### src/rtl/core/sefb_pkg.sv
package sefb_pkg;

	localparam logic [7:0]  FRAME_STX   = 8'h02;
	localparam logic [7:0]  FRAME_ETX   = 8'h03;
	localparam logic [15:0] CRC_INIT    = 16'hFFFF;
	localparam logic [15:0] CRC_POLY    = 16'hA001;
	localparam logic [7:0]  MAX_PAYLOAD = 8'd252;

	// configuration register indexes
	localparam logic REG_DEVICE_ID  = 1'b0;
	localparam logic REG_INCLUDE_ID = 1'b1;

	// one classified payload byte, as handed from front to back
	typedef struct packed {
		logic [7:0] data;
		logic       first;
		logic       last;
		logic [7:0] len_byte;
		logic [7:0] dev_id;
		logic       with_id;
	} cmd_t;

	typedef enum logic [6:0] {
		PH_STX  = 7'b0000001,
		PH_LEN  = 7'b0000010,
		PH_ID   = 7'b0000100,
		PH_DATA = 7'b0001000,
		PH_CRCH = 7'b0010000,
		PH_CRCL = 7'b0100000,
		PH_ETX  = 7'b1000000
	} phase_t;

	// crc-16/modbus, one byte, lsb first
	function automatic logic [15:0] crc_byte(input logic [15:0] crc, input logic [7:0] b);
		logic [15:0] c;
		c = crc ^ {8'h00, b};
		for (int k = 0; k < 8; k++) begin
			if (c[0]) begin
				c = (c >> 1) ^ CRC_POLY;
			end else begin
				c = c >> 1;
			end
		end
		return c;
	endfunction

endpackage

### src/rtl/core/sefb_front.sv
module sefb_front
	import sefb_pkg::*;
(
	input  logic        clk,
	input  logic        arst_n,
	input  logic        cfg_we,
	input  logic        cfg_index,
	input  logic [7:0]  cfg_data,
	input  logic        in_valid,
	output logic        in_ready,
	input  logic [7:0]  in_data,
	input  logic [7:0]  in_len,
	output logic        push,
	output cmd_t        push_cmd,
	input  logic        push_ready
);

	logic       in_frame_q;
	logic [7:0] bytes_left_q;
	logic [7:0] device_id_q;
	logic       include_id_q;
	logic [7:0] len_clamped;
	logic [7:0] left_next;

	assign in_ready = push_ready;
	assign push     = in_valid && push_ready;

	always_comb begin
		if (in_len == 8'd0) begin
			len_clamped = 8'd1;
		end else if (in_len > MAX_PAYLOAD) begin
			len_clamped = MAX_PAYLOAD;
		end else begin
			len_clamped = in_len;
		end
	end

	always_comb begin
		if (!in_frame_q) begin
			left_next = len_clamped - 8'd1;
		end else if (bytes_left_q != 8'd0) begin
			left_next = bytes_left_q - 8'd1;
		end else begin
			left_next = bytes_left_q;
		end
	end

	always_comb begin
		push_cmd.data     = in_data;
		push_cmd.first    = !in_frame_q;
		push_cmd.last     = (left_next == 8'd0);
		push_cmd.len_byte = len_clamped + (include_id_q ? 8'd3 : 8'd2);
		push_cmd.dev_id   = device_id_q;
		push_cmd.with_id  = include_id_q;
	end

	always_ff @(posedge clk or negedge arst_n) begin
		if (!arst_n) begin
			in_frame_q   <= 1'b0;
			bytes_left_q <= 8'd0;
			device_id_q  <= 8'd0;
			include_id_q <= 1'b1;
		end else begin
			if (cfg_we) begin
				case (cfg_index)
					REG_DEVICE_ID:  device_id_q  <= cfg_data;
					REG_INCLUDE_ID: include_id_q <= cfg_data[0];
					default: ;
				endcase
			end
			if (push) begin
				bytes_left_q <= left_next;
				in_frame_q   <= (left_next != 8'd0);
			end
		end
	end

endmodule

### src/rtl/core/sefb_queue.sv
module sefb_queue
	import sefb_pkg::*;
#(
	parameter int DEPTH = 4
) (
	input  logic clk,
	input  logic arst_n,
	input  logic push,
	input  cmd_t push_cmd,
	output logic push_ready,
	input  logic pop,
	output cmd_t head_cmd,
	output logic head_valid
);

	localparam int AW = (DEPTH > 1) ? $clog2(DEPTH) : 1;
	localparam int CW = $clog2(DEPTH + 1);
	localparam logic [AW-1:0] LAST_SLOT = AW'(DEPTH - 1);
	localparam logic [CW-1:0] FULL_CNT  = CW'(DEPTH);

	cmd_t          mem_q [DEPTH];
	logic [AW-1:0] wr_ptr_q;
	logic [AW-1:0] rd_ptr_q;
	logic [CW-1:0] count_q;
	logic          do_push;
	logic          do_pop;

	assign push_ready = (count_q != FULL_CNT);
	assign head_valid = (count_q != '0);
	assign head_cmd   = mem_q[rd_ptr_q];
	assign do_push    = push && push_ready;
	assign do_pop     = pop && head_valid;

	always_ff @(posedge clk) begin
		if (do_push) begin
			mem_q[wr_ptr_q] <= push_cmd;
		end
	end

	always_ff @(posedge clk or negedge arst_n) begin
		if (!arst_n) begin
			wr_ptr_q <= '0;
			rd_ptr_q <= '0;
			count_q  <= '0;
		end else begin
			if (do_push) begin
				wr_ptr_q <= (wr_ptr_q == LAST_SLOT) ? '0 : wr_ptr_q + AW'(1);
			end
			if (do_pop) begin
				rd_ptr_q <= (rd_ptr_q == LAST_SLOT) ? '0 : rd_ptr_q + AW'(1);
			end
			case ({do_push, do_pop})
				2'b10:   count_q <= count_q + CW'(1);
				2'b01:   count_q <= count_q - CW'(1);
				default: ;
			endcase
		end
	end

endmodule

### src/rtl/core/sefb_back.sv
module sefb_back
	import sefb_pkg::*;
(
	input  logic       clk,
	input  logic       arst_n,
	input  cmd_t       head_cmd,
	input  logic       head_valid,
	output logic       pop,
	output logic       out_valid,
	input  logic       out_ready,
	output logic [7:0] out_byte,
	output logic       out_end
);

	phase_t      phase_q;
	phase_t      cur_phase;
	phase_t      next_phase;
	logic        busy_q;
	logic        busy_next;
	logic [15:0] crc_q;
	logic [15:0] crc_next;
	logic [7:0]  byte_next;
	logic        advance;
	logic        out_valid_q;
	logic [7:0]  out_byte_q;
	logic        out_end_q;

	assign out_valid = out_valid_q;
	assign out_byte  = out_byte_q;
	assign out_end   = out_end_q;
	assign advance   = head_valid && (!out_valid_q || out_ready);

	always_comb begin
		if (busy_q) begin
			cur_phase = phase_q;
		end else if (head_cmd.first) begin
			cur_phase = PH_STX;
		end else begin
			cur_phase = PH_DATA;
		end
	end

	always_comb begin
		byte_next  = head_cmd.data;
		crc_next   = crc_q;
		next_phase = cur_phase;
		busy_next  = 1'b1;
		pop        = 1'b0;
		case (cur_phase)
			PH_STX: begin
				byte_next  = FRAME_STX;
				next_phase = PH_LEN;
			end
			PH_LEN: begin
				byte_next  = head_cmd.len_byte;
				crc_next   = crc_byte(CRC_INIT, head_cmd.len_byte);
				next_phase = head_cmd.with_id ? PH_ID : PH_DATA;
			end
			PH_ID: begin
				byte_next  = head_cmd.dev_id;
				crc_next   = crc_byte(crc_q, head_cmd.dev_id);
				next_phase = PH_DATA;
			end
			PH_DATA: begin
				byte_next  = head_cmd.data;
				crc_next   = crc_byte(crc_q, head_cmd.data);
				next_phase = PH_CRCH;
				if (!head_cmd.last) begin
					busy_next = 1'b0;
					pop       = advance;
				end
			end
			PH_CRCH: begin
				byte_next  = crc_q[15:8];
				next_phase = PH_CRCL;
			end
			PH_CRCL: begin
				byte_next  = crc_q[7:0];
				next_phase = PH_ETX;
			end
			PH_ETX: begin
				byte_next = FRAME_ETX;
				crc_next  = CRC_INIT;
				busy_next = 1'b0;
				pop       = advance;
			end
			default: begin
				busy_next = 1'b0;
			end
		endcase
	end

	always_ff @(posedge clk) begin
		if (advance) begin
			out_byte_q <= byte_next;
			out_end_q  <= (cur_phase == PH_ETX);
		end
	end

	always_ff @(posedge clk or negedge arst_n) begin
		if (!arst_n) begin
			phase_q     <= PH_STX;
			busy_q      <= 1'b0;
			crc_q       <= CRC_INIT;
			out_valid_q <= 1'b0;
		end else begin
			if (advance) begin
				phase_q     <= next_phase;
				busy_q      <= busy_next;
				crc_q       <= crc_next;
				out_valid_q <= 1'b1;
			end else if (out_ready) begin
				out_valid_q <= 1'b0;
			end
		end
	end

endmodule

### src/rtl/core/stx_etx_frame_builder_crc16.sv
// stx/etx frame builder with crc-16/modbus over length, id and payload
// path: a request accepted on s_* is queued, then its first byte is registered onto m_*
// throughput: one output byte per cycle while m_tready is high and the queue is not empty,
// set by the single output register; n-byte payload frames are n + 5 bytes (n + 6 with id)
// reset: arst_n clears the queue, frame state and output; include_id resets to 1
module stx_etx_frame_builder_crc16
	import sefb_pkg::*;
#(
	parameter int QUEUE_DEPTH = 4
) (
	input  logic        clk,
	input  logic        arst_n,
	// configuration writes
	input  logic        cfg_we,
	input  logic        cfg_index,
	input  logic [7:0]  cfg_data,
	// payload requests in
	input  logic        s_tvalid,
	output logic        s_tready,
	input  logic [15:0] s_tdata,   // [7:0] data_byte, [15:8] payload_length
	// framed byte stream out
	output logic        m_tvalid,
	input  logic        m_tready,
	output logic [7:0]  m_tdata,   // [7:0] tx_byte
	output logic        m_tlast    // frame_end, high on etx
);

	cmd_t push_cmd;
	cmd_t head_cmd;
	logic push;
	logic push_ready;
	logic pop;
	logic head_valid;

	// front: tracks frame position, clamps length, tags first and last bytes
	sefb_front u_front (
		.clk        (clk),
		.arst_n     (arst_n),
		.cfg_we     (cfg_we),
		.cfg_index  (cfg_index),
		.cfg_data   (cfg_data),
		.in_valid   (s_tvalid),
		.in_ready   (s_tready),
		.in_data    (s_tdata[7:0]),
		.in_len     (s_tdata[15:8]),
		.push       (push),
		.push_cmd   (push_cmd),
		.push_ready (push_ready)
	);

	// short queue decouples intake from header and trailer bubbles
	sefb_queue #(
		.DEPTH (QUEUE_DEPTH)
	) u_queue (
		.clk        (clk),
		.arst_n     (arst_n),
		.push       (push),
		.push_cmd   (push_cmd),
		.push_ready (push_ready),
		.pop        (pop),
		.head_cmd   (head_cmd),
		.head_valid (head_valid)
	);

	// back: per-byte sequencer that inserts header, crc and etx
	sefb_back u_back (
		.clk        (clk),
		.arst_n     (arst_n),
		.head_cmd   (head_cmd),
		.head_valid (head_valid),
		.pop        (pop),
		.out_valid  (m_tvalid),
		.out_ready  (m_tready),
		.out_byte   (m_tdata),
		.out_end    (m_tlast)
	);

endmodule

### config.mk
export PLATFORM = sky130hd
export DESIGN_NAME = stx_etx_frame_builder_crc16
export DESIGN_NICKNAME = d
export VERILOG_FILES = /design/src/rtl/core/sefb_pkg.sv /design/src/rtl/core/sefb_front.sv /design/src/rtl/core/sefb_queue.sv /design/src/rtl/core/sefb_back.sv /design/src/rtl/core/stx_etx_frame_builder_crc16.sv
export SDC_FILE = /design/constraint.sdc
export NUM_CORES = 1
export LEC_CHECK = 0
export BUFFER_PORTS_ARGS = -buffer_cell sky130_fd_sc_hd__buf_2
export CORE_UTILIZATION = 56
export DETAILED_ROUTE_END_ITERATION = 6
export PLACE_DENSITY = 0.82
export SLEW_MARGIN = 20
export SYNTH_ARGS = -nofsm -noshare
export SYNTH_HDL_FRONTEND = slang
export SYNTH_HIERARCHICAL = 1
export SYNTH_SLANG_ARGS = --single-unit
### constraint.sdc
create_clock -name clk -period 3.2 [get_ports clk]
set_clock_uncertainty 0.05 [all_clocks]
set_input_delay 0.32 -clock clk [delete_from_list [all_inputs] [get_ports clk]]
set_output_delay 0.32 -clock clk [all_outputs]
set_load 0.02 [all_outputs]
# [After elaboration in Yosys (flattened, before gate mapping)]
# Memory sizes are Yosys's and may differ from the RTL's.
# Index checks and enable logic that the tools add are counted.
# W data, S select, Z words.
[classes] n_reduce_logical=19 bitwise_logic=28 mux=67 mul=0 n_shift=0 eq_ne=12 div_mod_pow=0 addsub=7 magnitude_cmp=1
[ops] cell="$mux W16" count=45
[ops] cell="$not A2 Y3" count=24
[ops] cell="$pmux W16 S4" count=1
[ops] cell="$pmux W8 S6" count=1
[ops] cell="$pmux W7 S6" count=1
[ops] cell="$mux W8" count=4
[ops] cell="$xor A16 B8 Y16" count=2
[ops] cell="$logic_not A8 Y1" count=2
[ops] cell="$not A8 Y16" count=1
[ops] cell="$reduce_bool A8 Y1" count=2
[ops] cell="$sub A8 B1 Y8 const B" count=2
[ops] cell="$add A8 B8 Y8" count=1
[ops] cell="$gt A8 B8 Y1 const B" count=1
[ops] cell="$mux W4" count=2
[ops] cell="$eq A7 B1 Y1 const B" count=1
[ops] cell="$eq A7 B2 Y1 const B" count=1
[ops] cell="$eq A7 B3 Y1 const B" count=1
[ops] cell="$eq A7 B4 Y1 const B" count=1
[ops] cell="$eq A7 B5 Y1 const B" count=1
[ops] cell="$eq A7 B6 Y1 const B" count=1
[ops] cell="$eq A7 B7 Y1 const B" count=1
[ops] cell="$mux W1" count=7
[ops] cell="$mux W7" count=1
[ops] cell="$eq A2 B2 Y1 const B" count=3
[ops] cell="17 further kinds" count=27
[totals] mem_bits_rw=108 latchBits=0 ff_bits=59 rom_bits=0 mem_count=1
[memory_table] memory="u_queue.mem_q" depth=4 width=27 read_ports=1 rd_ports_with_merged_regs=0 wr=1 line_no="sefb_queue.sv:21" text="cmd_t mem_q [DEPTH];"

# [Depth between registers and ports, before layout]
# Gate-level depths: netlist (run 1).
# An unclocked memory read counts as a cell.
[logic_depth] depth_word=26 depth_mapped=15

# [Modules after synthesis]
# The synthesis (run 1) kept the hierarchy.
[by_module_without_submodules] module="sefb_queue" area_per_inst_um2=4344.2 seq_area_each_um2=3418.3 cells_per_inst=181 n_inst=1
[by_module_without_submodules] module="sefb_back" area_per_inst_um2=2575.0 seq_area_each_um2=917.1 cells_per_inst=286 n_inst=1
[by_module_without_submodules] module="sefb_front" area_per_inst_um2=1386.3 seq_area_each_um2=451.7 cells_per_inst=166 n_inst=1

# [Worst setup path after synthesis (run 1)]
# No wires, ideal clock.
[synth_timing] path_kind="flip-flop to flip-flop" from="register u_queue.rd_ptr_q[0]" to="register u_back.crc_q[0]" n_path_buf=2 path_stages_with_launch=10 setup_slack_ns=0.095 synth_period_minus_slack_ns=3.105 arrival_ns=2.959 setup_ns=0.096 cell_sequence="dfrtp_1 -> buf_4 -> buf_4 -> mux4_2 -> xnor2_1 -> xnor2_1 -> xnor3_2 -> xnor2_2 -> or4b_1 -> nor4b_4"
[synth_lines] element="start: declaration" line_no="sefb_queue.sv:23" text="logic [AW-1:0] rd_ptr_q;"
[synth_lines] element="start signal: assignment" line_no="sefb_queue.sv:50" text="rd_ptr_q <= (rd_ptr_q == LAST_SLOT) ? '0 : rd_ptr_q + AW'(1);"
[synth_lines] element="end signal: assignment" line_no="sefb_back.sv:110" text="crc_q <= crc_next;"
[synth_lines] element="end: declaration" line_no="sefb_back.sv:20" text="logic [15:0] crc_q;"

==> flow_summary.yaml, run 1 <==
min_path:
  hold_class: "primary input to register"
placement:
  dpl.hpwl_um: 12500
  dp.cells: 837
  port_buffers: 40
  place_congestion: 0.966
layout:
  final_cell_mix: "edfxtp_1, nand2_1, xnor2_1"
  final_common_cell: "edfxtp_1"
  drive_gt1_share_pct: 26.1
  fin_nets: 715
  stdcell_count: 871
  syn2layout_area_growth_pct: 12.2
critical_path:
  critical_path.max_stage_delay_ns: 0.55
  worst-path-buf-inv: 1
  path_cells: "buf_4 > mux4_2 > xnor2_1 > xnor2_1 > xnor3_2 > xnor2_2 > or4b_1 > nor4b_4"
  critPathTopFamily: "XOR/XNOR gates"
  cp_slowest_cell: "mux4_2"
  worstPathMaxFanout: 6
  critical_path_class: "register to register"
  crit_path_end_kind: "register"
  cp-start-kind: "register"
  worst-endpoint-arrival_ns: 3.39
  critPathMostFrequentCell: "xnor2_1"
  required_ns: 3.49
routing:
  drt-pass1-iter-count: 5
  drt_wl_total_um: 18400
  drt-initial-drc-count: 634
  route.detailed.drc: 0
  drt-met1-wl_um: 7530
  post_drt_wl_per_cell_um: 21.1
  dr_wl_met2_um: 9120
  num_vias: 5448
  ant_nets: 0
  dr.max_layer_used: "met4"
  routed_via_density: 6.25
  wl_met3_um: 1180
cts:
  cts.sinks: 167
  postCtsSetupRepairBufs: 0
  numCtsBuffers: 17
  cts_root_buf: "clkbuf_16"
  cts_tree: "done"
  clk_latency_ns: 0.43
  cts_buffer_depth: 2
  clk_pin_slew_ns: 0.07
  htreeDepth: 4
synthesis:
  synth_edf_count: 117
  synth-seq-cells: 167
  synth_cells: 633
  yosysUniqueCellTypes: 70
  ys_seq_area_share_pct: 57.6
  async_reset_ff_share_pct: 29.9
  avgSynthCellArea_sq_um: 13.1
  yosysWarnings: 6
  synth_flop_cell: "edfxtp_1"
  syn-cell-area_sq_um: 8310
  syn_nets: 675
die:
  initial_core_util_pct: 57.4
  die_w_um: 124
  die_h_um: 124
  coreArea_sq_um: 14500
  die_area_sq_um: 15300
  rows: 44
  ios: 41
timing:
  drv_slew: 0
  rsz0062_at_grt: "false"
  max_freq_mhz: 322
  hold_violations: 0
  max_slew_margin_pct: 28.1
  period_minus_slack_ns: 3.10
  tns_ns: 0
  setup_viol: 0
  fin_crit_sh_pct: 96.9
  tightestPinTransition_ns: 1.08
global_routing:
  grt_pass1_vias: 5432
  grt_overflow_total: 0
  grt_pass1_wl_um: 29300
  antenna_found_initial: 1
  grt.total_usage_pct: 26.4
  grt_max_degree: 28
power_and_ir_drop:
  p_clk_share_pct: 17.6
  power.density_nw_per_um2: 1260
  comb_power_share_pct: 51.8
  switching_power_mw: 4.69
  p_int_mw: 7.02
  sw_frac_of_total_pct: 40.0
  leakage_nw: 3.53
  ir_worst_vdd_mv: 0.829
  pwr-share-seq_pct: 30.6
status:
  status: "finished clean"
job:
  max_cap_viol_count: 0
==> cell type report <==
type	count	area, sq um
inverters	24	90.1
clock buffers	17	425
well taps	184	230
repair buffers	66	410
multi-input cells	397	3180
flip-flops and latches	167	4790
fillers	1058	5160
clock inverters	15	195
diodes	1	2.50
==> power by group through the flow <==
stage	combinational (mW)	sequential, mW	clock [mW]
after floorplan	4.61	3.44	0
after global placement	5.78	3.56	0
after detailed placement	5.88	3.60	0
after CTS	5.98	3.57	2.10
after global routing	6.50	3.65	2.19
final	6.06	3.58	2.07
==> per-layer routing <==
layer  vias up  track usage (%)
met4         0             12.2
met2       248             43.1
li1       2415                -
met1      2739             34.1
met5         -                0
met3        46             5.49
==> registers in the layout, summed over array words and instances (netlist names) <==
| signal | flops |
|---|---|
| u_queue/count_q | 3 |
| u_queue/rd_ptr_q | 2 |
| u_front/in_frame_q | 1 |
| u_front/bytes_left_q | 8 |
| u_queue/mem_q | 108 |
| u_back/busy_q | 1 |
| u_back/phase_q | 7 |
| u_front/device_id_q | 8 |
| u_back/crc_q | 16 |
| u_queue/wr_ptr_q | 2 |
| u_back/out_valid | 1 |
| u_front/include_id_q | 1 |
| u_back/out_byte | 8 |
| u_back/out_end | 1 |
==> kinds of logic (layout without fill, tap and decap cells) <==
kind of cell    after synthesis  in the layout  share of synthesized area (%)
compound gates              104            104                           8.47
xor+xnor                     71             71                           7.94
fa+ha+maj                    12             12                           1.90
buf+inv                      69            122                           4.16
flops                       167            167                           57.6
mux                          46             46                           9.97
other cells                   0              1                              0
simple gates                164            164                           9.93
==> through the flow <==
stage                     area (sq um)  total power [mW]  hold WS (ns)  util (%)  setup WS (ns)
final                             9320              11.7        0.0571      64.4         0.0980
after global routing              9320              12.3        0.0391      64.4        0.00282
after floorplan                   8310              8.05       -0.0256         -         0.0954
after CTS                         9310              11.7        0.0414      64.3         0.0880
after global placement            8680              9.34         0.177      60.0          0.215
after detailed placement          8680              9.47         0.183      60.0          0.144
==> cell usage after synthesis, types with 3 or more instances <==
library cell  number  share of area (%)
ha_1              11                1.7
mux2_2            12                1.6
clkbuf_1          19               0.86
o21ai_0           35                2.1
o31ai_1            5               0.45
and3_1             3               0.23
edfxtp_1         117                 42
buf_2              8               0.48
xor2_1            25                2.6
nor2b_1            7               0.53
mux2_4             3               0.54
a22oi_1            8               0.72
o211ai_1           3               0.27
and3_2             5               0.45
dfstp_2           18                5.7
nor3b_1            3               0.27
buf_4             13                1.2
xnor2_1           43                4.5
nor3_1             7               0.42
nand3_1            8               0.48
mux4_2            27                7.3
nand2_1           64                2.9
mux2i_1            4               0.48
and4b_1            3               0.36
nand4_1            5               0.38
a31oi_1            5               0.38
a21oi_1           11               0.66
a221oi_1           5               0.53
nand2b_1           3               0.23
nor2_1            39                1.8
dfrtp_1           32                9.6
o22ai_1            3               0.23
nor4_1             3               0.23
a221o_1            5               0.60
inv_1             23                1.0
==> final timing paths <==
kind | cells past startpoint | end | slack (ns) | from
worst max-delay path | 8 | u_back/crc_q[0] | 0.1 | u_queue/rd_ptr_q[0]
max in group asynchronous | 3 | u_back/crc_q[1] | 2.16 | arst_n
worst min-delay path | 1 | u_queue/mem_q[2][21] | 0.06 | s_tdata[2]
worst min register to register | 2 | u_back/crc_q[11] | 0.44 | u_back/crc_q[11]
min in group asynchronous | 2 | u_front/device_id_q[4] | 0.26 | arst_n
worst max register to register | 8 | u_back/crc_q[0] | 0.1 | u_queue/rd_ptr_q[0]
==> repair_timing <==
action,4_1_cts,5_1_grt
hold buffers,1,0
setup endpoints to repair,0,1
gates resized for setup,0,2
endpoints found under the hold margin,10,0
No activity file was read; power rests on OpenSTA's default activity.
==> inputs of run 2 (changes only) <==
--- a/config.mk
+++ b/config.mk
@@ -6,9 +6,11 @@
 export NUM_CORES = 1
 export LEC_CHECK = 0
 export BUFFER_PORTS_ARGS = -buffer_cell sky130_fd_sc_hd__buf_2
-export CORE_UTILIZATION = 56
+export CELL_PAD_IN_SITES_DETAIL_PLACEMENT = 0
+export CELL_PAD_IN_SITES_GLOBAL_PLACEMENT = 1
+export CORE_UTILIZATION = 46
 export DETAILED_ROUTE_END_ITERATION = 6
-export PLACE_DENSITY = 0.82
+export PLACE_DENSITY = 0.81
 export SLEW_MARGIN = 20
 export SYNTH_ARGS = -nofsm -noshare
 export SYNTH_HDL_FRONTEND = slang
==> flow_summary.yaml, run 2 (same netlist as run 1, synthesis figures left out) <==
status:
  status: "finished clean"
cts:
  numCtsBuffers: 17
  cts_tree: "done"
  cts_buffer_depth: 2
  cts.sinks: 167
  clk_latency_ns: 0.42
  cts_root_buf: "clkbuf_16"
  clk_pin_slew_ns: 0.07
  htreeDepth: 4
global_routing:
  grt_overflow_total: 0
  grt.total_usage_pct: 20.5
  grt_max_degree: 30
  grt_pass1_wl_um: 28100
  antenna_found_initial: 0
  grt_pass1_vias: 5282
critical_path:
  r2r_cells: 8
  worst-path-buf-inv: 1
  critical_path_class: "register to register"
  crit_path_end_kind: "register"
  required_ns: 3.48
  critPathMostFrequentCell: "xnor2_1"
  rrSetupSlack_ns: 0.14
  r2r_start: "u_queue/rd_ptr_q[0]"
  path_cells: "buf_4 > mux4_2 > xnor2_1 > xnor2_1 > xnor3_2 > mux2_4 > a21o_2 > o31ai_1"
  timing.rr.end: "u_back/crc_q[15]"
  worstPathMaxFanout: 7
  critPathTopFamily: "XOR/XNOR gates"
  cp-start-kind: "register"
  cp_slowest_cell: "xnor3_2"
  worst-endpoint-arrival_ns: 3.34
  critical_path.max_stage_delay_ns: 0.53
timing:
  tns_ns: 0
  max_slew_margin_pct: 50.7
  fin_crit_sh_pct: 95.7
  hold_violations: 0
  tightestPinTransition_ns: 0.739
  max_freq_mhz: 327
  period_minus_slack_ns: 3.06
  drv_slew: 0
  setup_viol: 0
  rsz0062_at_grt: "false"
routing:
  ant_nets: 0
  post_drt_wl_per_cell_um: 19.1
  drt-initial-drc-count: 464
  drt_wl_total_um: 17500
  drt-pass1-iter-count: 5
  num_vias: 5227
  routed_via_density: 5.71
  route.detailed.drc: 0
min_path:
  hold_class: "primary input to register"
  hold_depth: 1
  hp-start: "s_tdata[4]"
  min_to: "u_queue/mem_q[3][23]"
die:
  die_h_um: 136
  die_area_sq_um: 18600
  coreArea_sq_um: 17500
  initial_core_util_pct: 47.5
  ios: 41
  die_w_um: 136
  rows: 48
layout:
  stdcell_count: 915
  fin_nets: 719
  drive_gt1_share_pct: 26.7
  diodes: 0
  final_cell_mix: "edfxtp_1, nand2_1, xnor2_1"
  nFillCells: 1458
  top_register: "u_queue/mem_q"
  largest_reg_flops: 108
  final_common_cell: "edfxtp_1"
  multi_input_area_sq_um: 3200
  final-seq-area_sq_um: 4790
  syn2layout_area_growth_pct: 12.7
  fin_util_pct: 53.5
  reg.largest.list: "u_queue/mem_q: 108 flops, u_back/crc_q: 16 flops"
placement:
  dpl.hpwl_um: 12300
  place_congestion: 0.924
  dp.cells: 880
  port_buffers: 40
power_and_ir_drop:
  comb_power_share_pct: 52.5
  ir_worst_vdd_mv: 0.851
  sw_frac_of_total_pct: 39.1
  leakage_nw: 3.55
  pwr-share-seq_pct: 31.0
  switching_power_mw: 4.54
  power.density_nw_per_um2: 1240
  p_int_mw: 7.08
  p_clk_share_pct: 16.6
job:
  max_cap_viol_count: 0
[run 2: changes by cell type in the layout (fill, tap and decap cells not counted), moves of 2 or more]
cell and change:
buf_4 +4, clkinv_4 +2, inv_6 +2, clkbuf_1 +2, xnor2_2 +2, inv_12 -2
clkinv_8 -6, xnor2_1 -2
[run 2: repair_timing]
item                                   in CTS  in global routing
setup buffers                               0                  2
gates resized for setup                     0                  4
endpoints found under the hold margin      24                  0
hold buffers                                1                  0
setup endpoints to repair                   0                  2
[run 2: final cells by class]
class / count / area share, %
inverters: 24 / 0.963
well taps: 225 / 3.01
flip-flops and latches: 167 / 51.2
clock buffers: 20 / 4.77
clock inverters: 12 / 1.16
multi-input cells: 397 / 34.2
repair buffers: 70 / 4.71
[run 2: how the worst max path moves through the flow]
stage | start | to | slack, ns | cells after the start
3_5_place_dp | u_queue/rd_ptr_q[0] | u_back/crc_q[15] | 0.13 | 8
3_3_place_gp | u_queue/rd_ptr_q[0] | u_back/crc_q[0] | 0.14 | 8
4_1_cts | u_queue/rd_ptr_q[0] | u_back/crc_q[0] | 0.11 | 8
6_report | u_queue/rd_ptr_q[0] | u_back/crc_q[15] | 0.14 | 8
5_1_grt | u_queue/rd_ptr_q[0] | u_back/crc_q[0] | 0.003 | 8
2_1_floorplan | u_queue/rd_ptr_q[0] | u_back/crc_q[0] | 0.1 | 9
[run 2: metal layers]
layer,up-vias,part of all wire [%],wire [um],track usage (%)
met2,152,48,8480,33.2
met5,-,0,0,0
met4,0,2.1,373,8.02
met1,2625,45,7880,26.9
met3,28,4.4,766,4.29
li1,2422,-,-,-
[run 2: metrics by stage]
stage                     cell area (sq um)  setup slack, ns  power (mW)  hold WS (ns)
final                                  9360            0.138        11.6        0.0647
after global routing                   9360          0.00314        12.3        0.0430
after global placement                 8750            0.141        9.46         0.364
after CTS                              9310            0.112        11.5        0.0410
after floorplan                        8310           0.0954        8.05       -0.0256
after detailed placement               8750            0.129        9.55         0.369
[run 2: power groups by stage]
stage                     logic [mW]  clock network, mW  registers, mW
after floorplan                 4.61                  0           3.44
after global placement          5.87                  0           3.59
after detailed placement        5.93                  0           3.62
after CTS                       5.97               1.97           3.59
after global routing            6.60               2.05           3.67
final                           6.10               1.93           3.60
